==> src/rtl/core/smase_pkg.sv <==
// Shared types and codes for the small matrix add/sub/mul engine.
// Used by the controller, the datapath, the top level and the checker.
package smase_pkg;

   localparam int ELEM_W      = 32;  // element and result width
   localparam int DIM_CFG_W   = 4;   // width of a dimension register
   localparam int MODE_W      = 2;
   localparam int CSR_IDX_W   = 2;
   localparam int CSR_DATA_W  = 4;
   localparam int MAX_DIM_DEF = 8;

   // op_mode codes
   localparam logic [MODE_W-1:0] OP_ADD = 2'd0;
   localparam logic [MODE_W-1:0] OP_SUB = 2'd1;
   localparam logic [MODE_W-1:0] OP_MUL = 2'd2;

   // register indexes on the csr port
   localparam logic [CSR_IDX_W-1:0] CSR_OP_MODE = 2'd0;
   localparam logic [CSR_IDX_W-1:0] CSR_ROWS_A  = 2'd1;
   localparam logic [CSR_IDX_W-1:0] CSR_INNER   = 2'd2;
   localparam logic [CSR_IDX_W-1:0] CSR_COLS_B  = 2'd3;

   // operation field of an input word
   localparam logic ELEM_A = 1'b0;
   localparam logic ELEM_B = 1'b1;

   // travels with a read down the datapath pipe
   typedef struct packed {
      logic [MODE_W-1:0] op;
      logic              first;      // first term of a result element
      logic              last_k;     // last term of a result element
      logic              last_elem;  // last element of the result matrix
   } tag_type;

   typedef struct packed {
      logic    wr_a;
      logic    wr_b;
      logic    rd_en;
      tag_type tag;
   } cmd_type;

   typedef struct packed {
      logic out_free;  // output register empty or being taken
      logic done;      // a finished element lands in the output register
   } sts_type;

endpackage

==> src/rtl/core/smase_dp.sv <==
// Datapath: both matrix memories, read stage, shared add/sub/mul unit,
// accumulator that doubles as the output register. Uses smase_pkg.
module smase_dp #(
   parameter int MAX_DIM = smase_pkg::MAX_DIM_DEF,
   localparam int AW     = (MAX_DIM * MAX_DIM > 1) ? $clog2(MAX_DIM * MAX_DIM) : 1
) (
   input  logic                          clock,
   input  logic                          reset,
   input  smase_pkg::cmd_type            cmd,
   input  logic [AW-1:0]                 wr_addr,
   input  logic [smase_pkg::ELEM_W-1:0]  wr_data,
   input  logic [AW-1:0]                 rd_a_addr,
   input  logic [AW-1:0]                 rd_b_addr,
   output smase_pkg::sts_type            sts,
   output logic                          rsp_tvalid,
   input  logic                          rsp_tready,
   output logic [smase_pkg::ELEM_W-1:0]  rsp_tdata,
   output logic                          rsp_tlast
);

   localparam int CELLS = MAX_DIM * MAX_DIM;
   localparam int EW    = smase_pkg::ELEM_W;

   logic [EW-1:0] a_mem_ff [CELLS];
   logic [EW-1:0] b_mem_ff [CELLS];

   logic [EW-1:0] a_rd_ff, b_rd_ff;
   logic          s1_valid_ff;
   smase_pkg::tag_type s1_tag_ff;

   logic [EW-1:0] prod_ff, prod_in;
   logic          s2_valid_ff;
   smase_pkg::tag_type s2_tag_ff;

   logic [EW-1:0] acc_ff, acc_in;
   logic          out_valid_ff, out_valid_in;
   logic          out_last_ff;

   always_ff @(posedge clock) begin
      if (cmd.wr_a) begin
         a_mem_ff[wr_addr] <= wr_data;
      end
      if (cmd.wr_b) begin
         b_mem_ff[wr_addr] <= wr_data;
      end
      a_rd_ff <= a_mem_ff[rd_a_addr];
      b_rd_ff <= b_mem_ff[rd_b_addr];
   end

   always_comb begin
      case (s1_tag_ff.op)
         smase_pkg::OP_MUL: prod_in = a_rd_ff * b_rd_ff;
         smase_pkg::OP_SUB: prod_in = a_rd_ff - b_rd_ff;
         default:           prod_in = a_rd_ff + b_rd_ff;
      endcase
   end

   always_comb begin
      acc_in       = acc_ff;
      out_valid_in = out_valid_ff;
      if (out_valid_ff && rsp_tready) begin
         out_valid_in = 1'b0;
      end
      if (s2_valid_ff) begin
         acc_in = s2_tag_ff.first ? prod_ff : acc_ff + prod_ff;
         if (s2_tag_ff.last_k) begin
            out_valid_in = 1'b1;
         end
      end
   end

   always_ff @(posedge clock) begin
      if (reset) begin
         s1_valid_ff  <= 1'b0;
         s2_valid_ff  <= 1'b0;
         out_valid_ff <= 1'b0;
      end else begin
         s1_valid_ff  <= cmd.rd_en;
         s2_valid_ff  <= s1_valid_ff;
         out_valid_ff <= out_valid_in;
      end
      s1_tag_ff <= cmd.tag;
      s2_tag_ff <= s1_tag_ff;
      prod_ff   <= prod_in;
      acc_ff    <= acc_in;
      if (s2_valid_ff && s2_tag_ff.last_k) begin
         out_last_ff <= s2_tag_ff.last_elem;
      end
   end

   assign sts.out_free = !out_valid_ff || rsp_tready;
   assign sts.done     = s2_valid_ff && s2_tag_ff.last_k;

   assign rsp_tvalid = out_valid_ff;
   assign rsp_tdata  = acc_ff;
   assign rsp_tlast  = out_last_ff;

endmodule

==> config.mk <==
export PLATFORM = sky130hd
export DESIGN_NAME = smase_dp
export DESIGN_NICKNAME = d
export VERILOG_FILES = /design/src/rtl/core/smase_pkg.sv /design/src/rtl/core/smase_dp.sv
export SDC_FILE = /design/constraint.sdc
export NUM_CORES = 2
export LEC_CHECK = 0
export BUFFER_PORTS_ARGS = -buffer_cell sky130_fd_sc_hd__buf_2
export CORE_MARGIN = 1
export CORE_UTILIZATION = 56
export DETAILED_ROUTE_END_ITERATION = 10
export GPL_ROUTABILITY_DRIVEN = 1
export HOLD_SLACK_MARGIN = 0.06
export PLACE_DENSITY = 0.77
export SYNTH_ARGS = -nofsm -noshare
export SYNTH_HDL_FRONTEND = slang
export SYNTH_SLANG_ARGS = --single-unit
==> constraint.sdc <==
create_clock -name clock -period 20.9 [get_ports clock]
set_clock_uncertainty 0.2 [all_clocks]
set_input_delay 4.18 -clock clock [delete_from_list [all_inputs] [get_ports clock]]
set_output_delay 4.18 -clock clock [all_outputs]
set_load 0.02 [all_outputs]
---- After elaboration in Yosys (flattened, before gate mapping) ----
Memory sizes are Yosys's and may differ from the RTL's. A register that Yosys moved wholly into a read port is not among the register bits.
Index checks and enable logic that the tools add are counted.
word-level totals
  memory bits (writable) .................. 4,096
  register bits after elaboration ......... 76
  word-level logic and storage cells ...... 34
  input bits .............................. 61
  output and inout port bits .............. 36
  memories kept ........................... 2
memories
  name      words  width  rd ports  clocked after memory_dff  write ports  RTL line        source
  a_mem_ff  64     32     1         1                         1            smase_dp.sv:24  logic [EW-1:0] a_mem_ff [CELLS];
  b_mem_ff  64     32     1         1                         1            smase_dp.sv:25  logic [EW-1:0] b_mem_ff [CELLS];
operators by class
  multiplexer cells ....................... 9
  reductions and logical operators ........ 4
  $mul .................................... 1
  add/subtract/negate cells ............... 3
  equal/unequal tests ..................... 2
operators with widths
  kind                  number
  $add A32 B32 Y32      2
  $pmux W32 S2          1
  $mul A32 B32 Y32      1
  $mux W32              1
  $sub A32 B32 Y32      1
  $mux W1               7
  $eq A2 B1 Y1 const B  1
  $eq A2 B2 Y1 const B  1
  $logic_and A1 B1 Y1   2
  $logic_not A1 Y1      1
  $logic_or A1 B1 Y1    1

---- Longest topological paths before layout ----
  depth after elaboration ................. 4
  depth in mapped cells ................... 27
  depth with buffers taken out ............ 25

---- Worst setup path before layout ----
No wires, ideal clock.
  path kind ............................... in2out
  from .................................... input rsp_tready
  to ...................................... output sts[1] (netlist bit)
  cell stages on the path ................. 1
  path buffers ............................ 0
  setup slack ............................. 12.116 ns
  arrival ................................. 4.404 ns
  required time ........................... 16.520 ns
  cells stage by stage .................... nand2b_1
between the ends
  word-level cells in the longest chain between the ends .. 1
RTL lines
  item                RTL line        source
  start, declared     smase_dp.sv:16  input logic rsp_tready,
  $logic_or A1 B1 Y1  smase_dp.sv:91  assign sts.out_free = !out_valid_ff || rsp_tready;
  end, declared       smase_dp.sv:14  output smase_pkg::sts_type sts,
Every way passes these cells.

==> qor.log <==
qor: cells_and_area.leading_cell_types_in_the_layout_fill_and_taps_excluded 4129 x sky130_fd_sc_hd__edfxtp_1, 1325 x sky130_fd_sc_hd__mux4_2, 412 x sky130_fd_sc_hd__clkbuf_16, 410 x sky130_fd_sc_hd__fa_1, 398 x sky130_fd_sc_hd__inv_1
qor: critical_path.worst_ep_required_time 16.52 ns
qor: run.maxCapViolations 0
qor: global_routing.grt_first_pass_wirelength 706 mm
qor: drt.firstDrtPassIters 6
qor: sta.unrepaired_setup_endpoints_after_global_routing no
qor: sta.timing_worst_slew_pin_value 1.38 ns
qor: sta.fin_setup_tns 0 ns
qor: cells_and_area.filler_cell_count 19800
qor: drt.antenna_left 0
qor: critical_path.crit_chain buf_2 -> nand2b_1 -> buf_2
qor: logic_synthesis.synth_enable_flop_cells 4129
qor: logic_synthesis.ys_seq_elements 4236
qor: logic_synthesis.share_of_the_yosys_chip_area_belonging_to_registers 0.706
qor: global_routing.globalRouteTotalUtil 0.313
qor: hold_path.holdPathStages 0
qor: logic_synthesis.yosys-top-cells-area sky130_fd_sc_hd__edfxtp_1 69%, sky130_fd_sc_hd__mux4_2 17%, sky130_fd_sc_hd__fa_1 4.6%
qor: critical_path.r2r_setup_slack 13.24 ns
qor: critical_path.crit_fanout 2
qor: floorplanning.start_util 0.565
qor: cts.clock_transition_time_at_the_flip_flop_clock_pins_of_the_worst_setup_and_hold_paths 0.06 ns
qor: place.instance_count_after_placement_with_tap_cells_included 12600
qor: cts.clock_sink_count 4236
qor: floorplanning.overall_die_area 321000 um2
qor: critical_path.critical_path.startpoint_type primary input
qor: logic_synthesis.leading_area_contributor_after_synthesis sky130_fd_sc_hd__edfxtp_1
qor: logic_synthesis.synthesis.area_per_instance 21.0 um2
qor: place.gpl.final_weighted_congestion 0.847
qor: logic_synthesis.synth_cells 8501
qor: critical_path.worst-endpoint-arrival 4.58 ns
qor: logic_synthesis.area_fraction_in_compound_gates_after_synthesis 0.0117
qor: logic_synthesis.synth_simple_gate_area_frac 0.0266
qor: logic_synthesis.yosysWarningCount 0
qor: power.powerDensity 179 nW/um2
qor: logic_synthesis.synth_net_count 9159
qor: cells_and_area.post_route_cells_drive_above_1_share 0.264
qor: cells_and_area.layout_commonest_cell sky130_fd_sc_hd__edfxtp_1
qor: cells_and_area.layout_overhead_on_the_synthesized_area 11.1%
qor: drt.viasPerCell 6.94
qor: place.numPortBuffers 96
qor: power.finalPower 0.0354 W
qor: logic_synthesis.post-synth-top-area-fraction 0.694
qor: critical_path.worstSetupEndpointType output port
qor: drt.wire_per_inst 38.0 um
qor: floorplanning.vertical_extent_of_the_die 567 um
qor: critical_path.slowest_delay 0.16 ns
qor: critical_path.crit_slowest_cell sky130_fd_sc_hd__buf_2
qor: place.dp_hpwl 247 mm
qor: cts.cts_setup_buffers 0
qor: sta.min_period_over_period 0.429
qor: cells_and_area.seq_area 126000 um2
qor: power.irDropWorstVdd 1.36 mV
qor: global_routing.first_global_vias 95900
qor: cts.cts-root-buf sky130_fd_sc_hd__clkbuf_16
qor: floorplanning.io_pins 97
qor: cts.insertion_delay 0.97 ns
qor: drt.drt_drc 0
qor: critical_path.timing.reg2reg.worst_path_depth 20
qor: sta.maxSlewViolCount 0
qor: logic_synthesis.synth_fa_ha_area_frac 0.0591
qor: cts.cts-htree-levels 5
qor: cts.cts.path.max_buffers 4
qor: floorplanning.die_w 567 um
qor: status.result_of_the_run finished clean
qor: global_routing.grt_start_max_net_pins 165
qor: cells_and_area.nNetsFinal 9472
qor: sta.timing.final.crit_period 8.96 ns
qor: logic_synthesis.synth_area 179000 um2
qor: drt.num_vias 92600
qor: drt.drt_wl_total 507 mm
qor: cts.post_cts_resized 0
qor: logic_synthesis.ys_async_sr_fraction 0
qor: power.power_leakage 64.7 nW
qor: logic_synthesis.synth_xor_area_frac 0.00800
qor: hold_path.hold_path.class flop to flop
qor: logic_synthesis.yosysUniqueCellTypes 80
qor: cts.clock_tree_from_tritoncts built
qor: cts.tritoncts.num_buffers 404
qor: sta.max_clock_freq 0.112 GHz
qor: global_routing.globalRoute.totalOverflow 0
qor: cells_and_area.instances_no_fill 13300
qor: critical_path.critical_path.most_common_cell sky130_fd_sc_hd__buf_2
qor: cells_and_area.multiInputGateArea 50100 um2
qor: cts.cts_hold_repair.buffers 0
qor: logic_synthesis.ys_dominant_reg_cell sky130_fd_sc_hd__edfxtp_1
qor: floorplanning.placement_rows 206
qor: logic_synthesis.synth_top_family_by_area multiplexers
qor: sta.max-slew-margin-rel 0.0798
qor: logic_synthesis.post_synth_mux_area_share 0.170
qor: sta.hold_violations 0
qor: floorplanning.core_area 316000 um2
qor: critical_path.critPathKind primary input to output port
qor: sta.report.final.setup_viol 0
qor: drt.detail_route.iter0.violations 15600
qor: global_routing.antenna_found_initial 36
==> final cells by class <==
cell class	instances	area share
Antenna cell	21	0.000265
Sequential cell	4236	0.636
Clock buffer	526	0.0551
Inverter	398	0.00753
Clock inverter	221	0.00947
Multi-Input combinational cell	3435	0.253
Tap cell	4160	0.0262
Timing Repair Buffer	339	0.0127
==> logic make-up (layout without fill, tap and decap cells) <==
| kind of cell | after synthesis | count (layout) |
|---|---|---|
| other cells | 0 | 21 |
| compound gates | 334 | 334 |
| fa+ha+maj | 597 | 597 |
| xor+xnor | 163 | 163 |
| mux | 1369 | 1369 |
| buf+inv | 830 | 1484 |
| flops | 4236 | 4236 |
| simple gates | 972 | 972 |
==> synth_stat cells (3+ instances only) <==
master	n
sky130_fd_sc_hd__nor3_1	22
sky130_fd_sc_hd__o211ai_1	3
sky130_fd_sc_hd__nand4_1	10
sky130_fd_sc_hd__a31oi_1	14
sky130_fd_sc_hd__fa_1	410
sky130_fd_sc_hd__and2_1	308
sky130_fd_sc_hd__inv_1	398
sky130_fd_sc_hd__o21bai_1	13
sky130_fd_sc_hd__nand2_1	332
sky130_fd_sc_hd__o21a_1	19
sky130_fd_sc_hd__ha_1	187
sky130_fd_sc_hd__a21o_1	33
sky130_fd_sc_hd__nand2b_1	15
sky130_fd_sc_hd__mux2i_1	23
sky130_fd_sc_hd__or2_2	3
sky130_fd_sc_hd__edfxtp_1	4129
sky130_fd_sc_hd__o31ai_1	10
sky130_fd_sc_hd__or3b_2	3
sky130_fd_sc_hd__nor2b_1	17
sky130_fd_sc_hd__buf_1	36
sky130_fd_sc_hd__or3_1	8
sky130_fd_sc_hd__o21ai_0	95
sky130_fd_sc_hd__mux4_2	1325
sky130_fd_sc_hd__clkbuf_1	281
sky130_fd_sc_hd__buf_4	3
sky130_fd_sc_hd__mux2_2	21
sky130_fd_sc_hd__buf_2	108
sky130_fd_sc_hd__nand3_1	19
sky130_fd_sc_hd__nor4b_1	4
sky130_fd_sc_hd__xnor2_1	111
sky130_fd_sc_hd__a21oi_1	91
sky130_fd_sc_hd__and3_1	7
sky130_fd_sc_hd__nor2_1	204
sky130_fd_sc_hd__dfxtp_1	107
sky130_fd_sc_hd__nor3b_1	5
sky130_fd_sc_hd__xor2_1	52
sky130_fd_sc_hd__nand3b_1	4
sky130_fd_sc_hd__o21ai_1	9
sky130_fd_sc_hd__a211oi_1	13
==> power by group <==
group / leakage, nW / switching [W] / total (W) / internal, W
combinational: 20.4 / 0.0107 / 0.0185 / 0.00783
clock: 6.26 / 0.00324 / 0.00726 / 0.00402
sequential: 38.1 / 0.000123 / 0.00962 / 0.00950
total: 64.7 / 0.0141 / 0.0354 / 0.0213
==> per-stage QoR <==
stage | utilization | instance area (um2) | worst slack (ns) | hold slack, ns
finish | 0.628 | 198000 | 11.94 | 0.127
global route | 0.627 | 198000 | 11.71 | 0.134
CTS | 0.627 | 198000 | 11.94 | 0.130
detailed placement | 0.587 | 185000 | 11.15 | 0.116
global placement | 0.587 | 185000 | 11.17 | 0.116
floorplan | - | 179000 | 12.12 | 0.110
==> final timing paths <==
| kind | start | to |
|---|---|---|
| max | rsp_tready | sts[1] |
| min | s1_tag_ff[1] | s2_tag_ff[1] |
| max reg2reg | a_rd_ff[20] | prod_ff[29] |
| min reg2reg | s1_tag_ff[1] | s2_tag_ff[1] |
==> sequential cells by signal, summed over array words and instances (netlist names) <==
name         count
rsp_tlast        1
s2_tag_ff        3
s2_valid_ff      1
rsp_tdata       32
rsp_tvalid       1
b_rd_ff         32
s1_tag_ff        5
a_rd_ff         32
a_mem_ff      2048
prod_ff         32
b_mem_ff      2048
s1_valid_ff      1
==> layer usage <==
layer / GRT usage / part of all wire
met1: 0.403 / 0.32
met2: 0.505 / 0.48
met3: 0.0875 / 0.14
met4: 0.133 / 0.053
met5: 0 / 0.00024
==> critical path: cells and delay by family <==
kind	cells	cell delay, ns
buffers and inverters	2	0.25
and+or+nand+nor	1	0.15
Note: power is estimated with default switching activity, not from simulation.
