### src/rtl/core/smase_pkg.sv
// Shared types and codes for the small matrix add/sub/mul engine.
// Used by the controller, the datapath, the top level and the checker.
package smase_pkg;

   localparam int ELEM_W      = 32;  // element and result width
   localparam int DIM_CFG_W   = 4;   // width of a dimension register
   localparam int MODE_W      = 2;
   localparam int CSR_IDX_W   = 2;
   localparam int CSR_DATA_W  = 4;
   localparam int MAX_DIM_DEF = 8;

   // op_mode codes
   localparam logic [MODE_W-1:0] OP_ADD = 2'd0;
   localparam logic [MODE_W-1:0] OP_SUB = 2'd1;
   localparam logic [MODE_W-1:0] OP_MUL = 2'd2;

   // register indexes on the csr port
   localparam logic [CSR_IDX_W-1:0] CSR_OP_MODE = 2'd0;
   localparam logic [CSR_IDX_W-1:0] CSR_ROWS_A  = 2'd1;
   localparam logic [CSR_IDX_W-1:0] CSR_INNER   = 2'd2;
   localparam logic [CSR_IDX_W-1:0] CSR_COLS_B  = 2'd3;

   // operation field of an input word
   localparam logic ELEM_A = 1'b0;
   localparam logic ELEM_B = 1'b1;

   // travels with a read down the datapath pipe
   typedef struct packed {
      logic [MODE_W-1:0] op;
      logic              first;      // first term of a result element
      logic              last_k;     // last term of a result element
      logic              last_elem;  // last element of the result matrix
   } tag_type;

   typedef struct packed {
      logic    wr_a;
      logic    wr_b;
      logic    rd_en;
      tag_type tag;
   } cmd_type;

   typedef struct packed {
      logic out_free;  // output register empty or being taken
      logic done;      // a finished element lands in the output register
   } sts_type;

endpackage

### src/rtl/core/smase_ctrl.sv
// Controller: configuration registers, load counters and the sequencer
// that walks result elements and their terms. Uses smase_pkg.
module smase_ctrl #(
   parameter int MAX_DIM = smase_pkg::MAX_DIM_DEF,
   localparam int AW     = (MAX_DIM * MAX_DIM > 1) ? $clog2(MAX_DIM * MAX_DIM) : 1
) (
   input  logic                             clock,
   input  logic                             reset,
   input  logic                             csr_wr_en,
   input  logic [smase_pkg::CSR_IDX_W-1:0]  csr_index,
   input  logic [smase_pkg::CSR_DATA_W-1:0] csr_wdata,
   input  logic                             req_tvalid,
   output logic                             req_tready,
   input  logic                             req_tuser,
   input  smase_pkg::sts_type               sts,
   output smase_pkg::cmd_type               cmd,
   output logic [AW-1:0]                    wr_addr,
   output logic [AW-1:0]                    rd_a_addr,
   output logic [AW-1:0]                    rd_b_addr
);

   localparam int CELLS = MAX_DIM * MAX_DIM;
   localparam int CW    = $clog2(CELLS + 1);
   localparam int DW    = $clog2(MAX_DIM + 1);
   localparam int IW    = (MAX_DIM > 1) ? $clog2(MAX_DIM) : 1;
   localparam int LW    = 2 * DW;
   localparam int DCW   = smase_pkg::DIM_CFG_W;

   localparam logic [1:0] ST_LOAD  = 2'd0;
   localparam logic [1:0] ST_HOLD  = 2'd1;
   localparam logic [1:0] ST_ISSUE = 2'd2;
   localparam logic [1:0] ST_WAIT  = 2'd3;

   function automatic logic [DW-1:0] clamp_dim(input logic [DCW-1:0] d);
      if (d == '0) begin
         return DW'(1);
      end else if (int'(d) > MAX_DIM) begin
         return DW'(MAX_DIM);
      end else begin
         return DW'(d);
      end
   endfunction

   logic [smase_pkg::MODE_W-1:0] mode_ff;
   logic [DCW-1:0]               rows_ff, inner_ff, cols_ff;

   logic [1:0]    state_ff, state_in;
   logic [CW-1:0] a_cnt_ff, a_cnt_in, b_cnt_ff, b_cnt_in;
   logic [IW-1:0] i_ff, i_in, j_ff, j_in, k_ff, k_in;

   logic [DW-1:0] m, n, p, r_cols;
   logic          mul;
   logic [smase_pkg::MODE_W-1:0] op;
   logic [LW-1:0] a_size_w, b_size_w, a_lin, b_lin, e_lin;
   logic [CW-1:0] a_size, b_size;
   logic          b_done, last_row, last_col, last_k, accept;

   always_ff @(posedge clock) begin
      if (reset) begin
         mode_ff  <= smase_pkg::OP_ADD;
         rows_ff  <= DCW'(1);
         inner_ff <= DCW'(1);
         cols_ff  <= DCW'(1);
      end else if (csr_wr_en) begin
         case (csr_index)
            smase_pkg::CSR_OP_MODE: mode_ff  <= csr_wdata[smase_pkg::MODE_W-1:0];
            smase_pkg::CSR_ROWS_A:  rows_ff  <= csr_wdata;
            smase_pkg::CSR_INNER:   inner_ff <= csr_wdata;
            smase_pkg::CSR_COLS_B:  cols_ff  <= csr_wdata;
            default: ;
         endcase
      end
   end

   assign m      = clamp_dim(rows_ff);
   assign n      = clamp_dim(inner_ff);
   assign p      = clamp_dim(cols_ff);
   assign mul    = (mode_ff == smase_pkg::OP_MUL);
   // unused mode 3 runs as add
   assign op     = mul ? smase_pkg::OP_MUL :
                   (mode_ff == smase_pkg::OP_SUB) ? smase_pkg::OP_SUB : smase_pkg::OP_ADD;
   assign r_cols = mul ? p : n;

   assign a_size_w = LW'(m) * LW'(n);
   assign b_size_w = mul ? LW'(n) * LW'(p) : a_size_w;
   assign a_size   = a_size_w[CW-1:0];
   assign b_size   = b_size_w[CW-1:0];

   assign accept = req_tvalid && req_tready;
   // B completes on this word, also when it already held its full size
   assign b_done = ({1'b0, b_cnt_ff} + 1'b1) >= {1'b0, b_size};

   assign last_row = (DW'(i_ff) == m - 1'b1);
   assign last_col = (DW'(j_ff) == r_cols - 1'b1);
   assign last_k   = !mul || (DW'(k_ff) == n - 1'b1);

   // A[i][k] and B[k][j] when multiplying, A[i][j] and B[i][j] otherwise
   assign e_lin = LW'(i_ff) * LW'(n) + LW'(j_ff);
   assign a_lin = mul ? LW'(i_ff) * LW'(n) + LW'(k_ff) : e_lin;
   assign b_lin = mul ? LW'(k_ff) * LW'(p) + LW'(j_ff) : e_lin;

   assign rd_a_addr  = a_lin[AW-1:0];
   assign rd_b_addr  = b_lin[AW-1:0];
   assign wr_addr    = (req_tuser == smase_pkg::ELEM_B) ? b_cnt_ff[AW-1:0] : a_cnt_ff[AW-1:0];
   assign req_tready = (state_ff == ST_LOAD);

   always_comb begin
      state_in = state_ff;
      a_cnt_in = a_cnt_ff;
      b_cnt_in = b_cnt_ff;
      i_in     = i_ff;
      j_in     = j_ff;
      k_in     = k_ff;
      cmd      = '0;
      cmd.tag.op        = op;
      cmd.tag.first     = (k_ff == '0);
      cmd.tag.last_k    = last_k;
      cmd.tag.last_elem = last_row && last_col && last_k;
      case (state_ff)
         ST_LOAD: begin
            if (accept) begin
               if (req_tuser == smase_pkg::ELEM_B) begin
                  if (b_cnt_ff < b_size) begin
                     cmd.wr_b = 1'b1;
                     b_cnt_in = b_cnt_ff + 1'b1;
                  end
                  if (b_done) begin
                     a_cnt_in = '0;
                     b_cnt_in = '0;
                     i_in     = '0;
                     j_in     = '0;
                     k_in     = '0;
                     state_in = ST_HOLD;
                  end
               end else if (a_cnt_ff < a_size) begin
                  cmd.wr_a = 1'b1;
                  a_cnt_in = a_cnt_ff + 1'b1;
               end
            end
         end
         ST_HOLD: begin
            if (sts.out_free) begin
               state_in = ST_ISSUE;
            end
         end
         ST_ISSUE: begin
            cmd.rd_en = 1'b1;
            if (last_k) begin
               k_in     = '0;
               state_in = ST_WAIT;
            end else begin
               k_in = k_ff + 1'b1;
            end
         end
         ST_WAIT: begin
            if (sts.done) begin
               if (last_row && last_col) begin
                  state_in = ST_LOAD;
               end else begin
                  if (last_col) begin
                     j_in = '0;
                     i_in = i_ff + 1'b1;
                  end else begin
                     j_in = j_ff + 1'b1;
                  end
                  state_in = ST_HOLD;
               end
            end
         end
         default: state_in = ST_LOAD;
      endcase
   end

   always_ff @(posedge clock) begin
      if (reset) begin
         state_ff <= ST_LOAD;
         a_cnt_ff <= '0;
         b_cnt_ff <= '0;
         i_ff     <= '0;
         j_ff     <= '0;
         k_ff     <= '0;
      end else begin
         state_ff <= state_in;
         a_cnt_ff <= a_cnt_in;
         b_cnt_ff <= b_cnt_in;
         i_ff     <= i_in;
         j_ff     <= j_in;
         k_ff     <= k_in;
      end
   end

endmodule

### config.mk
export PLATFORM = sky130hd
export DESIGN_NAME = smase_ctrl
export DESIGN_NICKNAME = d
export VERILOG_FILES = /design/src/rtl/core/smase_pkg.sv /design/src/rtl/core/smase_ctrl.sv
export SDC_FILE = /design/constraint.sdc
export NUM_CORES = 1
export LEC_CHECK = 0
export BUFFER_PORTS_ARGS = -buffer_cell sky130_fd_sc_hd__clkbuf_2
export CAP_MARGIN = 10
export CORE_MARGIN = 4
export CORE_UTILIZATION = 60
export CTS_CLUSTER_SIZE = 25
export DETAILED_ROUTE_END_ITERATION = 12
export PLACE_DENSITY_LB_ADDON = 0.2
export SKIP_CTS_REPAIR_TIMING = 1
export SYNTH_ARGS = -nofsm -noshare
export SYNTH_HDL_FRONTEND = slang
export SYNTH_SLANG_ARGS = --single-unit
### constraint.sdc
create_clock -name clock -period 6.09 [get_ports clock]
set_input_delay 0 -clock clock [delete_from_list [all_inputs] [get_ports clock]]
set_output_delay 0 -clock clock [all_outputs]
set_load 0.02 [all_outputs]
# Word level (Yosys, flattened, before mapping)
# Index checks and enable logic that the tools add are counted.
totals:
  regBits: 39
  in_bits: 13
  word_cells: 123
op_classes:
  add_sub_neg: 12
  n_mul: 4
  magnitude_cmp: 6
  n_eq_ne: 20
  muxes: 46
  n_reduce_logical: 25
ops:
  columns: ["cell", "count"]
  rows:
  - ["$mux 7", 6]
  - ["$mux 3", 10]
  - ["$mux 4", 7]
  - ["$add 6x3->6", 3]
  - ["$mux 2", 9]
  - ["$mux 6", 3]
  - ["$pmux 3 s2", 3]
  - ["$add 7x1->7 const B", 2]
  - ["$lt 7x7->1", 2]
  - ["$mul 4x4->7", 2]
  - ["$eq 3x4->1", 3]
  - ["$gt 4x4->1 const B", 3]
  - ["$logic_not 4->1", 3]
  - ["$mul 3x4->6", 2]
  - ["$reduce_and 4->1", 3]
  - ["$reduce_and 6->1", 2]
  - ["$sub 4x1->4 const B", 3]
  - ["$eq 2x2->1 const B", 5]
  - ["$ne 2x2->1 const B", 5]
  - ["$add 3x1->3 const B", 3]
  - ["$add 7x1->8 const B", 1]
  - ["$ge 8x7->1", 1]
  - ["$ne 2x1->1 const B", 4]
  - ["$pmux 2 s4", 1]
  - ["10 further kinds", 27]

# Logic depth before layout (Yosys ltp)
depth:
  word_depth: 10
  depth_mapped: 23
  mapped_depth_nobuf: 21

# Worst setup path before layout
# OpenSTA, ideal clock, no wires.
synth_path:
  kind: "flip-flop to flip-flop"
  startpoint: "reg inner_ff[3]"
  endpoint: "reg j_ff[0]"
  setup_time_ns: 0.123
  t_arrival_ns: 4.724
  t_required_ns: 5.967
  slack_ns: 1.243
  path_stages_with_launch: 23
  path_buffers: 3
  synth_period_minus_slack_ns: 4.847
  cell_sequence: "dfxtp_1 clkbuf_1 nor2b_1 clkbuf_1 nand2_1 fa_1 inv_1 fa_1 fa_1 a21oi_1 nor2_1 nor2_1 xnor2_1 nor2_1 a21oi_1 ha_1 a41oi_1 nand3b_1 o41ai_1 nor4b_2 or2_0 buf_2 mux2_1"
synth_between:
  elab_chain_cells: 10
synth_rtl:
  columns: ["item", "line_no", "text"]
  rows:
  - ["start: declaration", "smase_ctrl.sv:45", "logic [DCW-1:0] rows_ff, inner_ff, cols_ff;"]
  - ["start signal: assignment", "smase_ctrl.sv:68", "smase_pkg::CSR_INNER: inner_ff <= csr_wdata;"]
  - ["$gt 4x4->1", "smase_ctrl.sv:37", "end else if (int'(d) > MAX_DIM) begin"]
  - ["$mux 4", "smase_ctrl.sv:37", null]
  - ["$mux 4 *", "smase_ctrl.sv:35", "if (d == '0) begin"]
  - ["branches (longest 7 deep; another with $ge 8x7->1)", null, null]
  - ["end signal: assignment", "smase_ctrl.sv:187", "j_ff <= j_in;"]
  - ["end: declaration", "smase_ctrl.sv:49", "logic [IW-1:0] i_ff, i_in, j_ff, j_in, k_ff, k_in;"]
# Mark *: on every way between the ends. The select of a mux whose other input is x is not followed.
# A chain may end at the register's enable or synchronous reset.

# Final worst setup path
# Ends and elaborated chain as after synthesis.

==> out/qor.csv <==
stage,metric,value,unit
logic_synthesis,Synth warnings,0,
critical_path,critical path endpoint,j_ff[0],
global_routing,first-pass GRT wire length,20800,um
layout,share of post-route cells with drive strength above 1,0.131,
drt,WL/cell,16.8,um
clocking,CTS Buffer Depth,2,
logic_synthesis,Synth Area in Adders,0.253,
critical_path,CP Class,reg2reg,
global_routing,number of global-route vias before repair,4358,
die,starting density of the core,0.624,
logic_synthesis,post-synthesis compound-gate area fraction,0.164,
place,HPWL after DPL,9650,um
logic_synthesis,"EDFF count, synth",0,
drt,first-pass iteration count of the detailed router,5,
layout,Final Net Count,725,
global_routing,GRT Residual Overflow,0,
drt,DR iter-0 viols,362,
clocking,Clock Pin Slew Worst Setup and Hold Paths,0.09,ns
logic_synthesis,Syn Area/Cell,8.18,um^2
layout,non-filler instance count after layout,727,
clocking,CTS root buffer,clkbuf_8,
die,die width,98.3,um
critical_path,Top delay family on crit path,simple AND/OR/NAND/NOR gates,
clocking,clock sink total,39,
pwr,PD cells,130,nW/um^2
logic_synthesis,post-synthesis mux area share,0.0629,
layout,Layout area overhead,7.11,%
logic_synthesis,main combinational cell family by area after synthesis,adder cells,
status,status,finished with violations,
flow_run,Max-cap violations,0,
timing,worst hold slack,-0.00600,ns
clocking,TritonCTS buffer count,5,
logic_synthesis,fraction of registers with async set/reset,0,
pwr,Tot Pwr,679,uW
logic_synthesis,area share of and/or/nand/nor cells after synthesis,0.233,
drt,final WL,12200,um
critical_path,crit path DAT,5.71,ns
pwr,worst vdd ir,0.126,mV
layout,filler instances,709,
place,dpl cells,717,
timing,Hold Fails Final Rpt,2,
global_routing,GRT Overall Usage,0.258,
global_routing,largest net degree at the start of global routing,38,
critical_path,Crit path required time,6.28,ns
drt,via count,4483,
die,die span in y,98.3,um
critical_path,Buffers & Inverters on Critical Path,2,
timing,Period minus WS final,5.52,ns
die,# IOs,40,
critical_path,R2R Path End,j_ff[0],
timing,Slew Limit Fails,0,
critical_path,startpoint types,flop,
timing,worst relative slew slack,0.464,
critical_path,CP max FO,16,
logic_synthesis,"Cell Area, Synth",4890,um^2
place,IO Port Bufs,39,
logic_synthesis,dominant synthesized flop cell,dfxtp_1,
clocking,CTS tree,done,
critical_path,crit path cell chain,nor2b_1 -> nand2_1 -> fa_1 -> inv_1 -> fa_1 -> fa_1 -> a21oi_1 -> nor2_1 -> nor2_1 -> xnor2_1 -> nor2_1 -> a21oi_1 -> ha_1 -> a41oi_1 -> nand3b_1 -> o41ai_1 -> nor4b_2 -> buf_4 -> or2_0 -> mux2_1,
logic_synthesis,Post-Synth XOR/XNOR Area,0.0678,
min_path,min-delay worst type,in2reg,
die,Core Region,7850,um^2
layout,"commonest non-fill, non-tap cell in the layout",ha_1,
layout,"commonest non-fill, non-tap cells in the layout","ha_1, nor2_1, nand2_1",
critical_path,Reg-to-Reg Start,inner_ff[3],
logic_synthesis,Mapped Nets,699,
logic_synthesis,sequential element share of the synthesized area,0.160,
drt,vias per cell,6.17,
critical_path,CP endpoint kind,flop,
status,failing checks,negative hold slack,
logic_synthesis,synthesized instance count,598,
logic_synthesis,Synth cell types,77,
drt,Antenna Nets Post-Route,0,
clocking,H-tree levels,2,
critical_path,r2r setup slk,0.57,ns
logic_synthesis,Yosys reg bits,39,
die,FP Rows,32,
place,gpl congestion,0.989,
critical_path,reg2reg path depth,20,
pwr,Pleak,2.63,nW
critical_path,Critical Path Slowest Stage Cell,fa_1,
timing,Max Freq,181,MHz
die,die footprint,9660,um^2
critical_path,max incr delay on CP,0.58,ns
timing,Setup TNS Final,0,ns
clocking,later-pin clock latency in the skew report,0.30,ns
global_routing,initial antenna violation count,0,
timing,RSZ-0062 raised after global routing,no,
critical_path,CP Depth,20,
drt,# DRC,0,
timing,Final Setup Violations,0,
timing,period utilization,0.906,
critical_path,origin of the worst setup path,inner_ff[3],
timing,Slew @ Worst Pin,0.803,ns
timing,final clock skew,0.00974,ns
layout,Antenna diodes,0,
## registers in the layout, summed over array words and instances, names as in the netlist, 3 cells and up
signal,cells
a_cnt_ff,7
b_cnt_ff,7
cols_ff,4
i_ff,3
inner_ff,4
j_ff,3
k_ff,3
rows_ff,4
## where the power goes
| part | switching, mW | total, mW | internal (mW) |
|---|---|---|---|
| Sequential | 0.0115 | 0.273 | 0.261 |
| Clock | 0.104 | 0.226 | 0.122 |
| Combinational | 0.114 | 0.180 | 0.0662 |
## worst min path at each step
stage	startpoint	end	slack (ns)	cells past startpoint
2_1_floorplan	csr_wdata[0]	cols_ff[0]	0.13	2
3_3_place_gp	csr_wdata[2]	cols_ff[2]	0.28	3
3_5_place_dp	csr_wdata[0]	inner_ff[0]	0.29	3
4_1_cts	csr_wdata[0]	inner_ff[0]	-0.02	3
5_1_grt	csr_wdata[2]	cols_ff[2]	0.02	3
6_report	csr_wdata[2]	inner_ff[2]	-0.006	3
## per-layer routing
metal	wire [um]	GRT usage	up-vias
li1	-	-	2155
met1	5550	0.366	2139
met2	5700	0.422	169
met3	753	0.0293	20
met4	178	0.0557	0
met5	0	0	-
## worst reg2reg max path: stages, from the launching register on
cell	delay (ns)
dfxtp_1	0.47
nor2b_1	0.55
nand2_1	0.19
fa_1	0.58
inv_1	0.06
fa_1	0.53
fa_1	0.47
a21oi_1	0.17
nor2_1	0.05
nor2_1	0.11
xnor2_1	0.11
nor2_1	0.11
a21oi_1	0.07
ha_1	0.22
a41oi_1	0.30
nand3b_1	0.17
o41ai_1	0.09
nor4b_2	0.25
buf_4	0.20
or2_0	0.37
mux2_1	0.36
## through the flow
step	setup WS (ns)	area, um^2	hold WS [ns]	util
floorplan	1.24	4890	0.125	-
detailed placement	0.705	5110	0.290	0.651
global placement	0.920	5110	0.278	0.651
CTS	0.664	5220	-0.0197	0.665
global route	0.271	5240	0.0215	0.668
finish	0.574	5240	-0.00600	0.668
## layout make-up
type,count,area (um^2),area share
multi-input cells,492,3820,0.729
flip-flops and latches,39,781,0.149
repair buffers,44,238,0.0454
inverters,42,160,0.0306
well taps,102,128,0.0243
clock buffers,5,68.8,0.0131
clock inverters,3,43.8,0.00836
## logic make-up after synthesis
family                   after synthesis
flip-flops                            39
AND/OR/NAND/NOR                      225
multiplexers                          29
adder cells (fa/ha/maj)               89
AO/OA/AOI/OAI                        112
XOR/XNOR                              37
buffers and inverters                 67
## Yosys cell counts, types with 6 or more instances
cell | count | area share
nand2_1 | 53 | 0.041
nor2b_1 | 11 | 0.014
a21oi_1 | 37 | 0.038
mux2_2 | 8 | 0.018
nor2_1 | 57 | 0.044
a21o_1 | 8 | 0.012
xor2_1 | 10 | 0.018
and3_1 | 10 | 0.013
ha_1 | 71 | 0.18
and2_1 | 10 | 0.013
nand2b_1 | 12 | 0.015
xnor2_1 | 26 | 0.047
inv_1 | 39 | 0.030
a31oi_1 | 7 | 0.0089
o211ai_1 | 6 | 0.0092
nand3_1 | 21 | 0.021
mux2i_1 | 18 | 0.037
clkbuf_1 | 16 | 0.012
nor3_1 | 17 | 0.017
dfxtp_1 | 39 | 0.16
o21ai_0 | 11 | 0.011
fa_1 | 17 | 0.070
nand3b_1 | 7 | 0.011
Power figures use the tool's default switching activity.
